File: config.mk
export PLATFORM = sky130hd
export DESIGN_NAME = xor_command_frame_transceiver_core_flat
export DESIGN_NICKNAME = d
export VERILOG_FILES = /design/src/hw/rtl/xcft_pkg.sv /design/src/hw/rtl/xcft_in_if.sv /design/src/hw/rtl/xcft_out_if.sv /design/src/hw/rtl/xcft_cfg_if.sv /design/src/hw/rtl/xcft_engine.sv /design/src/hw/rtl/xcft_out_run.sv /design/src/hw/rtl/xor_command_frame_transceiver_core.sv /design/src/flat_wrapper.sv
export SDC_FILE = /design/constraint.sdc
export NUM_CORES = 1
export LEC_CHECK = 0
export ABC_AREA = 1
export BUFFER_PORTS_ARGS = -buffer_cell sky130_fd_sc_hd__buf_2
export CAP_MARGIN = 20
export CORE_ASPECT_RATIO = 1.2
export CORE_MARGIN = 3
export CORE_UTILIZATION = 30
export DETAILED_ROUTE_END_ITERATION = 8
export SYNTH_ARGS = -nofsm -noshare
export SYNTH_HDL_FRONTEND = slang
export SYNTH_HIERARCHICAL = 1
export SYNTH_SLANG_ARGS = --single-unit
File: constraint.sdc
create_clock -name clk_i -period 5.3 [get_ports clk_i]
set_input_delay 0.53 -clock clk_i [delete_from_list [all_inputs] [get_ports clk_i]]
set_output_delay 0.53 -clock clk_i [all_outputs]
set_load 0.02 [all_outputs]
File: src/hw/rtl/xcft_pkg.sv
// Shared types and constants of the command frame transceiver.
`timescale 1ns / 1ps
`default_nettype none

package xcft_pkg;

  localparam int FRAME_LEN = 8;
  localparam int CNT_W     = $clog2(FRAME_LEN);
  localparam int REM_W     = $clog2(FRAME_LEN + 1);
  localparam int CFG_IDX_W = 2;

  typedef enum logic [1:0] {
    FUNC_SEND = 2'd0,
    FUNC_RX   = 2'd1,
    FUNC_TICK = 2'd2
  } func_e;

  typedef enum logic [1:0] {
    ST_SUCCESS = 2'd0,
    ST_FAIL    = 2'd1,
    ST_TIMEOUT = 2'd2
  } status_e;

  localparam logic KIND_TX    = 1'b0;
  localparam logic KIND_REPLY = 1'b1;

  localparam logic [CFG_IDX_W-1:0] CFG_HEAD = CFG_IDX_W'(0);
  localparam logic [CFG_IDX_W-1:0] CFG_TAIL = CFG_IDX_W'(1);

  // One run of results, handed from the engine to the output stage.
  typedef struct packed {
    logic                      is_reply;
    logic [FRAME_LEN-1:0][7:0] bytes;
    logic [1:0]                status;
    logic [7:0]                reply_hi;
    logic [7:0]                reply_lo;
    logic [7:0]                reply_code;
  } run_t;

endpackage

`default_nettype wire

File: src/hw/rtl/xcft_in_if.sv
// Input item channel of the command frame transceiver.
`timescale 1ns / 1ps
`default_nettype none

interface xcft_in_if;
  logic        valid;
  logic        ready;
  logic [1:0]  func;
  logic [7:0]  cmd_code;
  logic [7:0]  param_one;
  logic [7:0]  param_two;
  logic [7:0]  param_three;
  logic [15:0] wait_limit;
  logic [7:0]  rx_byte;

  modport source (
    output valid, func, cmd_code, param_one, param_two, param_three, wait_limit, rx_byte,
    input  ready
  );
  modport sink (
    input  valid, func, cmd_code, param_one, param_two, param_three, wait_limit, rx_byte,
    output ready
  );
endinterface

`default_nettype wire

File: src/hw/rtl/xcft_out_if.sv
// Result item channel of the command frame transceiver.
`timescale 1ns / 1ps
`default_nettype none

interface xcft_out_if;
  logic       valid;
  logic       ready;
  logic       kind;
  logic [7:0] tx_byte;
  logic [1:0] status;
  logic [7:0] reply_hi;
  logic [7:0] reply_lo;
  logic [7:0] reply_code;
  logic       last;

  modport source (
    output valid, kind, tx_byte, status, reply_hi, reply_lo, reply_code, last,
    input  ready
  );
  modport sink (
    input  valid, kind, tx_byte, status, reply_hi, reply_lo, reply_code, last,
    output ready
  );
endinterface

`default_nettype wire

File: src/hw/rtl/xcft_cfg_if.sv
// Configuration write channel of the command frame transceiver.
`timescale 1ns / 1ps
`default_nettype none

interface xcft_cfg_if;
  logic                           valid;
  logic                           ready;
  logic [xcft_pkg::CFG_IDX_W-1:0] index;
  logic [7:0]                     data;

  modport source (
    output valid, index, data,
    input  ready
  );
  modport sink (
    input  valid, index, data,
    output ready
  );
endinterface

`default_nettype wire

File: src/hw/rtl/xcft_engine.sv
// Input register, reply window state and per-item decision logic.
`timescale 1ns / 1ps
`default_nettype none

module xcft_engine (
  input  wire logic        clk_i,
  input  wire logic        rst_ni,
  xcft_in_if.sink          in_i,
  input  wire logic [7:0]  frame_head_i,
  input  wire logic [7:0]  frame_tail_i,
  input  wire logic        load_ok_i,
  output      logic        load_o,
  output      xcft_pkg::run_t run_o
);
  import xcft_pkg::*;

  logic        valid_q;
  logic [1:0]  func_q;
  logic [7:0]  cmd_q, p1_q, p2_q, p3_q, rx_q;
  logic [15:0] wait_q;

  logic             armed_q, armed_d;
  logic [CNT_W-1:0] rx_count_q, rx_count_d;
  logic [7:0]       expected_q, expected_d;
  logic [15:0]      elapsed_q, elapsed_d;
  logic [15:0]      limit_q, limit_d;
  logic [FRAME_LEN-1:0][7:0] rx_frame_q;

  logic        has_result;
  logic        wr_en;
  logic        go;
  logic [15:0] elapsed_inc;
  logic [7:0]  chk;
  logic        bad;
  run_t        run;

  assign elapsed_inc = (elapsed_q == 16'hFFFF) ? elapsed_q : elapsed_q + 16'd1;
  assign chk = rx_frame_q[1] ^ rx_frame_q[2] ^ rx_frame_q[3] ^ rx_frame_q[4] ^ rx_frame_q[5];
  // The eighth byte is the one in hand; the first seven are already stored.
  assign bad = (rx_frame_q[0] != frame_head_i) || (rx_q != frame_tail_i) ||
               (rx_frame_q[1] != expected_q) || (chk != rx_frame_q[6]);

  always_comb begin
    armed_d    = armed_q;
    rx_count_d = rx_count_q;
    expected_d = expected_q;
    elapsed_d  = elapsed_q;
    limit_d    = limit_q;
    has_result = 1'b0;
    wr_en      = 1'b0;
    run        = '0;
    case (func_q)
      FUNC_SEND: begin
        has_result   = 1'b1;
        run.is_reply = KIND_TX;
        run.bytes[0] = frame_head_i;
        run.bytes[1] = cmd_q;
        run.bytes[2] = p1_q;
        run.bytes[3] = p2_q;
        run.bytes[4] = p3_q;
        run.bytes[5] = 8'h00;
        run.bytes[6] = cmd_q ^ p1_q ^ p2_q ^ p3_q;
        run.bytes[FRAME_LEN-1] = frame_tail_i;
        armed_d    = 1'b1;
        rx_count_d = '0;
        expected_d = cmd_q;
        elapsed_d  = '0;
        limit_d    = wait_q;
      end
      FUNC_RX: begin
        if (armed_q && (elapsed_q < limit_q) &&
            !((rx_count_q == '0) && (rx_q != frame_head_i))) begin
          if (rx_count_q == CNT_W'(FRAME_LEN - 1)) begin
            has_result     = 1'b1;
            run.is_reply   = KIND_REPLY;
            run.status     = bad ? ST_FAIL : ST_SUCCESS;
            run.reply_hi   = rx_frame_q[2];
            run.reply_lo   = rx_frame_q[3];
            run.reply_code = rx_frame_q[4];
            armed_d        = 1'b0;
            rx_count_d     = '0;
          end else begin
            wr_en      = 1'b1;
            rx_count_d = rx_count_q + CNT_W'(1);
          end
        end
      end
      FUNC_TICK: begin
        if (armed_q) begin
          elapsed_d = elapsed_inc;
          if (elapsed_inc >= limit_q) begin
            has_result   = 1'b1;
            run.is_reply = KIND_REPLY;
            run.status   = ST_TIMEOUT;
            armed_d      = 1'b0;
            rx_count_d   = '0;
          end
        end
      end
      default: begin
      end
    endcase
  end

  // An item with no result never waits for the output stage.
  assign go         = valid_q && (!has_result || load_ok_i);
  assign load_o     = go && has_result;
  assign run_o      = run;
  assign in_i.ready = !valid_q || go;

  always_ff @(posedge clk_i or negedge rst_ni) begin
    if (!rst_ni) begin
      valid_q    <= 1'b0;
      armed_q    <= 1'b0;
      rx_count_q <= '0;
      expected_q <= '0;
      elapsed_q  <= '0;
      limit_q    <= '0;
    end else begin
      if (in_i.valid && in_i.ready) begin
        valid_q <= 1'b1;
      end else if (go) begin
        valid_q <= 1'b0;
      end
      if (go) begin
        armed_q    <= armed_d;
        rx_count_q <= rx_count_d;
        expected_q <= expected_d;
        elapsed_q  <= elapsed_d;
        limit_q    <= limit_d;
      end
    end
  end

  always_ff @(posedge clk_i) begin
    if (in_i.valid && in_i.ready) begin
      func_q <= in_i.func;
      cmd_q  <= in_i.cmd_code;
      p1_q   <= in_i.param_one;
      p2_q   <= in_i.param_two;
      p3_q   <= in_i.param_three;
      wait_q <= in_i.wait_limit;
      rx_q   <= in_i.rx_byte;
    end
    if (go && wr_en) begin
      rx_frame_q[rx_count_q] <= rx_q;
    end
  end

endmodule

`default_nettype wire

File: src/hw/rtl/xcft_out_run.sv
// Result register that plays out a run of results, one per ready cycle.
`timescale 1ns / 1ps
`default_nettype none

module xcft_out_run (
  input  wire logic clk_i,
  input  wire logic rst_ni,
  input  wire logic load_i,
  input  wire xcft_pkg::run_t run_i,
  output      logic load_ok_o,
  xcft_out_if.source out_o
);
  import xcft_pkg::*;

  logic [REM_W-1:0]          remain_q;
  logic                      is_reply_q;
  logic [FRAME_LEN-1:0][7:0] bytes_q;
  logic [1:0]                status_q;
  logic [7:0]                hi_q, lo_q, code_q;
  logic                      pop;

  assign pop       = out_o.valid && out_o.ready;
  assign load_ok_o = (remain_q == '0) || (pop && (remain_q == REM_W'(1)));

  assign out_o.valid      = (remain_q != '0);
  assign out_o.kind       = is_reply_q;
  assign out_o.tx_byte    = bytes_q[0];
  assign out_o.status     = status_q;
  assign out_o.reply_hi   = hi_q;
  assign out_o.reply_lo   = lo_q;
  assign out_o.reply_code = code_q;
  assign out_o.last       = (remain_q == REM_W'(1));

  always_ff @(posedge clk_i or negedge rst_ni) begin
    if (!rst_ni) begin
      remain_q <= '0;
    end else if (load_i) begin
      remain_q <= run_i.is_reply ? REM_W'(1) : REM_W'(FRAME_LEN);
    end else if (pop) begin
      remain_q <= remain_q - REM_W'(1);
    end
  end

  always_ff @(posedge clk_i) begin
    if (load_i) begin
      is_reply_q <= run_i.is_reply;
      bytes_q    <= run_i.bytes;
      status_q   <= run_i.status;
      hi_q       <= run_i.reply_hi;
      lo_q       <= run_i.reply_lo;
      code_q     <= run_i.reply_code;
    end else if (pop) begin
      bytes_q <= {8'h00, bytes_q[FRAME_LEN-1:1]};
    end
  end

endmodule

`default_nettype wire

File: src/hw/rtl/xor_command_frame_transceiver_core.sv
// Top level of the eight-byte XOR checksum command frame transceiver.
`timescale 1ns / 1ps
`default_nettype none

// Channel  Role    Carries
// -------  ------  -------------------------------------------------------
// in_i     sink    func, cmd_code, params, wait_limit, rx_byte per item
// out_o    source  kind, tx_byte, status, reply bytes, last per item
// cfg_i    sink    index and data of a frame_head or frame_tail write
//
// Every input item passes an input register and is decided while held there,
// so one item per cycle is accepted when its results can enter the result
// register. A send makes a run of eight transmit items, drained at one per cycle
// while out_o is ready; receive bytes and ticks that give no result never wait
// on the output register. Reset clears the window state and restores both frame
// byte registers to 0xF5. A stalled output holds its item while the input
// register keeps accepting until it holds an item with results.
module xor_command_frame_transceiver_core (
  input  wire logic  clk_i,
  input  wire logic  rst_ni,
  xcft_in_if.sink    in_i,
  xcft_out_if.source out_o,
  xcft_cfg_if.sink   cfg_i
);
  import xcft_pkg::*;

  logic [7:0] frame_head_q;
  logic [7:0] frame_tail_q;
  logic       load;
  logic       load_ok;
  run_t       run;

  // The register file is always ready; unknown indexes are dropped.
  assign cfg_i.ready = 1'b1;

  always_ff @(posedge clk_i or negedge rst_ni) begin
    if (!rst_ni) begin
      frame_head_q <= 8'hF5;
      frame_tail_q <= 8'hF5;
    end else if (cfg_i.valid && cfg_i.ready) begin
      unique case (cfg_i.index)
        CFG_HEAD: frame_head_q <= cfg_i.data;
        CFG_TAIL: frame_tail_q <= cfg_i.data;
        default: begin
        end
      endcase
    end
  end

  xcft_engine u_engine (
    .clk_i        (clk_i),
    .rst_ni       (rst_ni),
    .in_i         (in_i),
    .frame_head_i (frame_head_q),
    .frame_tail_i (frame_tail_q),
    .load_ok_i    (load_ok),
    .load_o       (load),
    .run_o        (run)
  );

  xcft_out_run u_out_run (
    .clk_i     (clk_i),
    .rst_ni    (rst_ni),
    .load_i    (load),
    .run_i     (run),
    .load_ok_o (load_ok),
    .out_o     (out_o)
  );

endmodule

`default_nettype wire

File: src/flat_wrapper.sv
// flat-port wrapper written by rule: the top's interface ports become plain ports
module xor_command_frame_transceiver_core_flat import xcft_pkg::*;
  (clk_i, rst_ni, in_i_valid, in_i_func, in_i_cmd_code, in_i_param_one, in_i_param_two, in_i_param_three, in_i_wait_limit, in_i_rx_byte, in_i_ready, out_o_valid, out_o_kind, out_o_tx_byte, out_o_status, out_o_reply_hi, out_o_reply_lo, out_o_reply_code, out_o_last, out_o_ready, cfg_i_valid, cfg_i_index, cfg_i_data, cfg_i_ready);
  xcft_in_if in_i_i ();
  xcft_out_if out_o_i ();
  xcft_cfg_if cfg_i_i ();
  input  wire logic clk_i;
  input  wire logic rst_ni;
  input wire logic [$bits(in_i_i.valid)-1:0] in_i_valid;
  input wire logic [$bits(in_i_i.func)-1:0] in_i_func;
  input wire logic [$bits(in_i_i.cmd_code)-1:0] in_i_cmd_code;
  input wire logic [$bits(in_i_i.param_one)-1:0] in_i_param_one;
  input wire logic [$bits(in_i_i.param_two)-1:0] in_i_param_two;
  input wire logic [$bits(in_i_i.param_three)-1:0] in_i_param_three;
  input wire logic [$bits(in_i_i.wait_limit)-1:0] in_i_wait_limit;
  input wire logic [$bits(in_i_i.rx_byte)-1:0] in_i_rx_byte;
  output wire logic [$bits(in_i_i.ready)-1:0] in_i_ready;
  output wire logic [$bits(out_o_i.valid)-1:0] out_o_valid;
  output wire logic [$bits(out_o_i.kind)-1:0] out_o_kind;
  output wire logic [$bits(out_o_i.tx_byte)-1:0] out_o_tx_byte;
  output wire logic [$bits(out_o_i.status)-1:0] out_o_status;
  output wire logic [$bits(out_o_i.reply_hi)-1:0] out_o_reply_hi;
  output wire logic [$bits(out_o_i.reply_lo)-1:0] out_o_reply_lo;
  output wire logic [$bits(out_o_i.reply_code)-1:0] out_o_reply_code;
  output wire logic [$bits(out_o_i.last)-1:0] out_o_last;
  input wire logic [$bits(out_o_i.ready)-1:0] out_o_ready;
  input wire logic [$bits(cfg_i_i.valid)-1:0] cfg_i_valid;
  input wire logic [$bits(cfg_i_i.index)-1:0] cfg_i_index;
  input wire logic [$bits(cfg_i_i.data)-1:0] cfg_i_data;
  output wire logic [$bits(cfg_i_i.ready)-1:0] cfg_i_ready;
  assign in_i_i.valid = in_i_valid;
  assign in_i_i.func = in_i_func;
  assign in_i_i.cmd_code = in_i_cmd_code;
  assign in_i_i.param_one = in_i_param_one;
  assign in_i_i.param_two = in_i_param_two;
  assign in_i_i.param_three = in_i_param_three;
  assign in_i_i.wait_limit = in_i_wait_limit;
  assign in_i_i.rx_byte = in_i_rx_byte;
  assign in_i_ready = in_i_i.ready;
  assign out_o_valid = out_o_i.valid;
  assign out_o_kind = out_o_i.kind;
  assign out_o_tx_byte = out_o_i.tx_byte;
  assign out_o_status = out_o_i.status;
  assign out_o_reply_hi = out_o_i.reply_hi;
  assign out_o_reply_lo = out_o_i.reply_lo;
  assign out_o_reply_code = out_o_i.reply_code;
  assign out_o_last = out_o_i.last;
  assign out_o_i.ready = out_o_ready;
  assign cfg_i_i.valid = cfg_i_valid;
  assign cfg_i_i.index = cfg_i_index;
  assign cfg_i_i.data = cfg_i_data;
  assign cfg_i_ready = cfg_i_i.ready;
  xor_command_frame_transceiver_core u_core (.clk_i(clk_i), .rst_ni(rst_ni), .in_i(in_i_i), .out_o(out_o_i), .cfg_i(cfg_i_i));
endmodule
==> results of run 1 <==
==> cell families (layout without fill, tap and decap cells) <==
group           Yosys count  count (layout)  synth area share, %
simple gates            624             624                 20.0
flops                   270             270                 59.0
buf+inv                 224             341                 7.40
xor+xnor                 93              93                 6.26
compound gates           62              62                 2.63
fa+ha+maj                42              42                 3.97
mux                       9               9                0.766
other cells               2               9               0.0568
==> stage by stage <==
step,total power (uW),std cells
final,6260,2002
after global routing,6620,2002
after CTS,6350,2002
after detailed placement,4090,1950
after global placement,4050,1950
after floorplan,3740,1333
==> flip-flops by register name, summed over array words and instances, names as in the netlist, 16 cells and up <==
register and flops:
u_core/u_engine/elapsed_q 16, u_core/u_engine/wait_q 16, u_core/u_out_run/bytes_q 56, u_core/u_engine/limit_q 16, u_core/u_engine/rx_frame_q 56
==> synth_stat cells, types with 3 or more instances <==
cell / instances
nand2_1: 418
edfxtp_1: 205
inv_1: 162
nor2_1: 104
xnor2_1: 64
dfrtp_1: 53
a21oi_1: 42
ha_1: 42
nand4_1: 38
nand3_1: 30
xor2_1: 28
buf_4: 23
clkbuf_1: 15
dfstp_2: 12
nor3_1: 10
mux2_2: 9
buf_2: 7
nand3_4: 5
o21ai_0: 5
or2_2: 5
buf_1: 4
inv_2: 4
buf_6: 3
nand2_2: 3
o21ai_1: 3
o22ai_1: 3
==> final cells by class <==
type                            instances  area (um2)  share of cell area, %
Inverter                              170         643                   4.19
Timing Repair Buffer                  119         643                   4.19
Sequential cell                       270        7800                   50.8
Multi-Input combinational cell        839        4480                   29.2
Tap cell                              552         691                   4.50
Clock buffer                           38         842                   5.49
Clock inverter                         14         238                   1.55
==> placed cells by master (no fill, tap or decap), types with 31 or more instances in the layout <==
master     count
clkbuf_16     31
buf_2        110
inv_1        160
nor2_1       104
dfrtp_1       53
edfxtp_1     205
nand2_1      418
nand4_1       38
xnor2_1       64
ha_1          41
a21oi_1       41
==> worst max-delay path, cell delays in order, from the launching register on <==
cell     delay [ps]
dfrtp_1         430
ha_1            240
inv_1            90
nor3_2          250
nand4_2         190
nor2_4          220
nor2_1           80
a21oi_1         140
ha_1            260
nand2_1          70
nand2_1          50
nand2_1          50
nand2_1          60
nand2_1          60
nand2_1          50
nand2_1          50
nand3_1         140
nand2_1         190
nand3_4         110
nand3_4         260
nand4_1         250
nor2_1          690
==> layer usage <==
layer	routed length [um]	share of wire [%]	vias up	track usage, %
li1	-	-	4456	-
met1	13200	44	4189	16.6
met2	15000	50	135	22.5
met3	1330	4.4	45	2.29
met4	513	1.7	6	3.30
met5	41	0.14	-	0
==> final timing paths <==
kind	from	to	slack, ps	depth (start not counted)
hold reg to reg	u_core/frame_tail_q[4]	u_core/frame_tail_q[4]	490	2
max in group asynchronous	rst_ni	u_core/u_out_run/remain_q[0]	4570	2
min in group asynchronous	rst_ni	u_core/u_engine/elapsed_q[7]	170	2
hold / removal	in_i_wait_limit[7]	u_core/u_engine/wait_q[7]	150	1
setup reg to reg	u_core/u_engine/elapsed_q[0]	u_core/u_engine/rx_frame_q[21]	990	21
setup / recovery	u_core/u_engine/elapsed_q[0]	u_core/u_engine/rx_frame_q[21]	990	21
==> power by group through the flow <==
stage,Combinational (uW),Sequential (uW),Clock (uW)
global placement,1090,2960,0
global route,1270,2960,2390
floorplan,828,2910,0
detailed placement,1110,2970,0
finish,1100,2920,2240
CTS,1120,2930,2300
==> out/metrics.cfg, run 1 <==
[status]
outcome=finished, final reports clean

[floorplan]
die_area_um2=46600
pin_count=112
rows=83
core_um2=43200
die_w_um=198
dieHeight_um=236
initial_core_util_pct=30.6

[drt]
wirelength_mm=30.2
drc=0
routed_via_density=4.41
ant_nets=0
wire_per_inst_um=15.1
first_iter_violations=496
num_vias=8831
first_pass_iters=4

[synthesis]
synth_top_cell_by_area=edfxtp_1
synth_enable_flop_cells=205
ys_warn_count=6
async_reset_ff_share_pct=24.1
synthCells=1326
synthTopCellsByArea=edfxtp_1 47%, nand2_1 12%, dfrtp_1 10%
syn_avg_cell_area_um2=9.97
syn_area_um2=13200
yosysTopAreaCellShare_pct=46.5
ys_seq_area_share_pct=59.0
ys_ff_latch=270
synthFlopType=edfxtp_1
yosysUniqueCellTypes=49

[grt]
grt_max_degree=94
grt_first_pass_wirelength_mm=47.8
grt_pass1_vias=8677
grtUsageTotal_pct=12.9
grt_antenna_before_repair=3
overflow=0

[sta]
whs_ps=150
fin_skew_ps=17.7
period_needed_ps=4310
worstMarginPinSlew_ps=1020
setup_viol=0
worst_slack_ps=993
setup-tns-final_ps=0
maxSlewViolCount=0
period_share_pct=81.3
clock.fmax_ghz=0.232
hold_viol_final=0
relSlewSlack_pct=32.1
grt_setup_unrepaired=no

[pwr]
vdd_ir_drop_max_uv=290
p_clk_share_pct=35.7
switching_power_uw=1740
p_leak_uw=0.00702
internal_power_uw=4520
seq_power_share_pct=46.7
comb_power_share_pct=17.6
swShare_pct=27.8
p_per_area_nw_per_um2=408

[clock_tree]
htreeDepth=1
cts_setup_buffers=0
cts-buffers-inserted=28
path_clk_slew_ps=60
cts-root-buf=clkbuf_16
cts_hold_buf=0
cts_tree=done
insertion_delay_ps=560
cts_sinks=270
cts_buffer_depth=3
cts-resized-gates=0

[setup_path]
setup.worst_path.class=reg2reg
critPathLaunchType=flip-flop
setup.worst_path.end_class=flip-flop
critical_path.max_fanout=25
critPathRequiredTime_ps=5480
cp.arrival_ps=4490

[placement]
gp_congestion=0.865
io_buffer_count=110
dp_hpwl_mm=21.9
place_area_um2=14300
pre_cts_ws_ps=957

[finish]
synthToLayoutAreaGrowth_pct=16.0
drive_gt1_share_pct=15.3
final_nets=1543
antenna_cells=0
finish.utilization_pct=35.5
fillers=4346
final_cell_area_um2=15300

[run]
cap_violations=0

[hold_path]
hp-class=in2reg

Note: power is estimated with default switching activity, not from simulation.
==> run 2, diff against run 1 <==
- clock period: 5.3 -> 4.5 ns (I/O delays scaled with it)
==> run 2 against run 1 <==
Clock power increased by 6%. Final cell count increased by 0.60%. Final area decreased by 0.17%. Critical path depth decreased by 4. Sequential share of layout area increased by 0.087 points. Largest power group unchanged. Utilization decreased by 0.061 points.
==> out/metrics.cfg, run 2 (same netlist as run 1, synthesis figures left out) <==
[status]
outcome=finished, final reports clean

[setup_path]
cp.arrival_ps=3730  ; -760 ps
critPathLaunchType=flip-flop
setup.worst_path.end_class=output port
reg2regPathDepth=19  ; -9.5%
critPathRequiredTime_ps=4050  ; -1430 ps
critical_path.max_fanout=18  ; -28%
setup.worst_path.class=reg2out

[floorplan]
rows=83  ; unchanged
initial_core_util_pct=30.6  ; unchanged
dieHeight_um=236  ; unchanged
core_um2=43200  ; unchanged
die_w_um=198  ; unchanged
pin_count=112  ; unchanged
die_area_um2=46600  ; unchanged

[drt]
num_vias=8901  ; +0.79%
wirelength_mm=30.6  ; +1.5%
drc=0  ; unchanged
wire_per_inst_um=15.2  ; +0.85%
routed_via_density=4.42  ; +0.19%
first_pass_iters=5  ; +1
ant_nets=0  ; unchanged
first_iter_violations=584  ; +18%

[grt]
grt_pass1_vias=8991  ; +3.6%
grtUsageTotal_pct=13.0  ; +0.12 points
grt_first_pass_wirelength_mm=48.6  ; +1.6%
grt_antenna_before_repair=2  ; -1
grt_max_degree=94  ; unchanged
overflow=0  ; unchanged

[finish]
mostFrequentLayoutCell=nand2_1
final_nets=1555  ; +0.78%
synthToLayoutAreaGrowth_pct=15.8
antenna_cells=0  ; unchanged
drive_gt1_share_pct=15.5  ; +0.15 points
layout.cells.non_filler=2014  ; +0.60%
reg_top3=u_core/u_engine/rx_frame_q: 56 flops, u_core/u_out_run/bytes_q: 56 flops
fillers=4418  ; +1.7%
layout_common_cells=418 x nand2_1, 205 x edfxtp_1, 160 x inv_1, 110 x buf_2, 104 x nor2_1

[placement]
dpl.cell_count=1960  ; +0.51%
dp_hpwl_mm=22.3  ; +1.8%
gp_congestion=0.912  ; +5.5%
io_buffer_count=110  ; unchanged
pre_cts_ws_ps=473  ; -484 ps

[clock_tree]
insertion_delay_ps=550  ; about the same
cts_tree=done
path_clk_slew_ps=70  ; about the same
cts_setup_buffers=0  ; unchanged
cts_buffer_depth=3  ; unchanged
cts-root-buf=clkbuf_16
htreeDepth=1  ; unchanged
cts_sinks=270  ; unchanged
cts-buffers-inserted=29  ; +3.6%

[hold_path]
hp-class=in2reg
min_path_cells=1  ; unchanged

[sta]
hold_viol_final=0  ; unchanged
maxSlewViolCount=0  ; unchanged
clock.fmax_ghz=0.239
fin_skew_ps=18.6  ; +0.818 ps
period_needed_ps=4180
period_share_pct=92.9
relSlewSlack_pct=55.2  ; +23 points
worstMarginPinSlew_ps=665  ; -353 ps
worst_slack_ps=320  ; -674 ps
setup-tns-final_ps=0  ; unchanged
setup_viol=0  ; unchanged
grt_setup_unrepaired=no

[run]
cap_violations=0  ; unchanged

[pwr]
p_per_area_nw_per_um2=465  ; +14%
p_leak_uw=0.00705  ; +0.37%
vdd_ir_drop_max_uv=283  ; -2.2%

==> run 2: cell types whose count changed in the layout (fill, tap and decap cells not counted), sizes merged <==
cell / change
clkinvlp: -2
buf: +10
bufinv: -4
clkbuf: +4
dlygate4sd3: +1
clkinv: +3
==> run 2: critical path, cell delays in order (launching register included) <==
cell and delay (ps):
dfrtp_1 420, ha_1 220, inv_1 100, nor3_4 180, nand4_2 200, nor2_4 240, inv_4 130, nand2_1 110
ha_1 240, a21oi_1 160, o21a_1 170, nand2_1 60, nand2_1 60, nand3_1 160, nand2_1 200, nand3_4 110
nand4_1 180, buf_2 230
==> run 2: final timing paths <==
kind	end	from	slack (ps)
max	in_i_ready	u_core/u_engine/elapsed_q[1]	320
min	u_core/u_engine/wait_q[1]	in_i_wait_limit[1]	70
max reg2reg	u_core/u_engine/p2_q[0]	u_core/u_engine/elapsed_q[1]	500
min reg2reg	u_core/u_engine/limit_q[0]	u_core/u_engine/wait_q[0]	490
max in group asynchronous	u_core/frame_tail_q[4]	rst_ni	3030
min in group asynchronous	u_core/u_engine/limit_q[6]	rst_ni	450
==> run 2: layer usage <==
metal / vias to the layer above / GRT usage, % / share of wire (%)
met5: - / 0 / 0.088
met4: 4 / 3.80 / 2.4
met3: 45 / 2.61 / 5.5
met2: 198 / 22.8 / 50
met1: 4177 / 16.2 / 43
li1: 4477 / - / -
==> run 2: area by class of cell <==
cell class | count | area [um2] | area share (%)
clock inverters | 11 | 128 | 0.834
inverters | 170 | 643 | 4.20
clock buffers | 42 | 826 | 5.39
well taps | 552 | 691 | 4.51
repair buffers | 130 | 741 | 4.84
flip-flops and latches | 270 | 7800 | 50.9
multi-input cells | 839 | 4480 | 29.3
==> run 2: metrics by stage <==
stage	area (um2)	utilization (%)	power (uW)	hold slack, ps
after detailed placement	14300	33.2	4820	473
final	15300	35.4	7130	71.5
after global routing	15300	35.4	7540	39.0
after CTS	15300	35.4	7230	35.1
after global placement	14300	33.2	4790	471
after floorplan	13300	-	4400	154
==> run 2: repair_timing <==
| item | 4_1_cts | 5_1_grt |
|---|---|---|
| hold buffers | 1 | 0 |
| hold endpoints to repair | 25 | 0 |
| resized for setup | 0 | 1 |
| setup endpoints to repair | 0 | 1 |
==> run 2: report_power, final <==
| group | internal [uW] | switching, uW | total, uW | leakage, uW |
|---|---|---|---|---|
| combinational | 468 | 849 | 1320 | 0.00389 |
| clock | 1390 | 972 | 2370 | 0.000463 |
| sequential | 3210 | 236 | 3440 | 0.00270 |
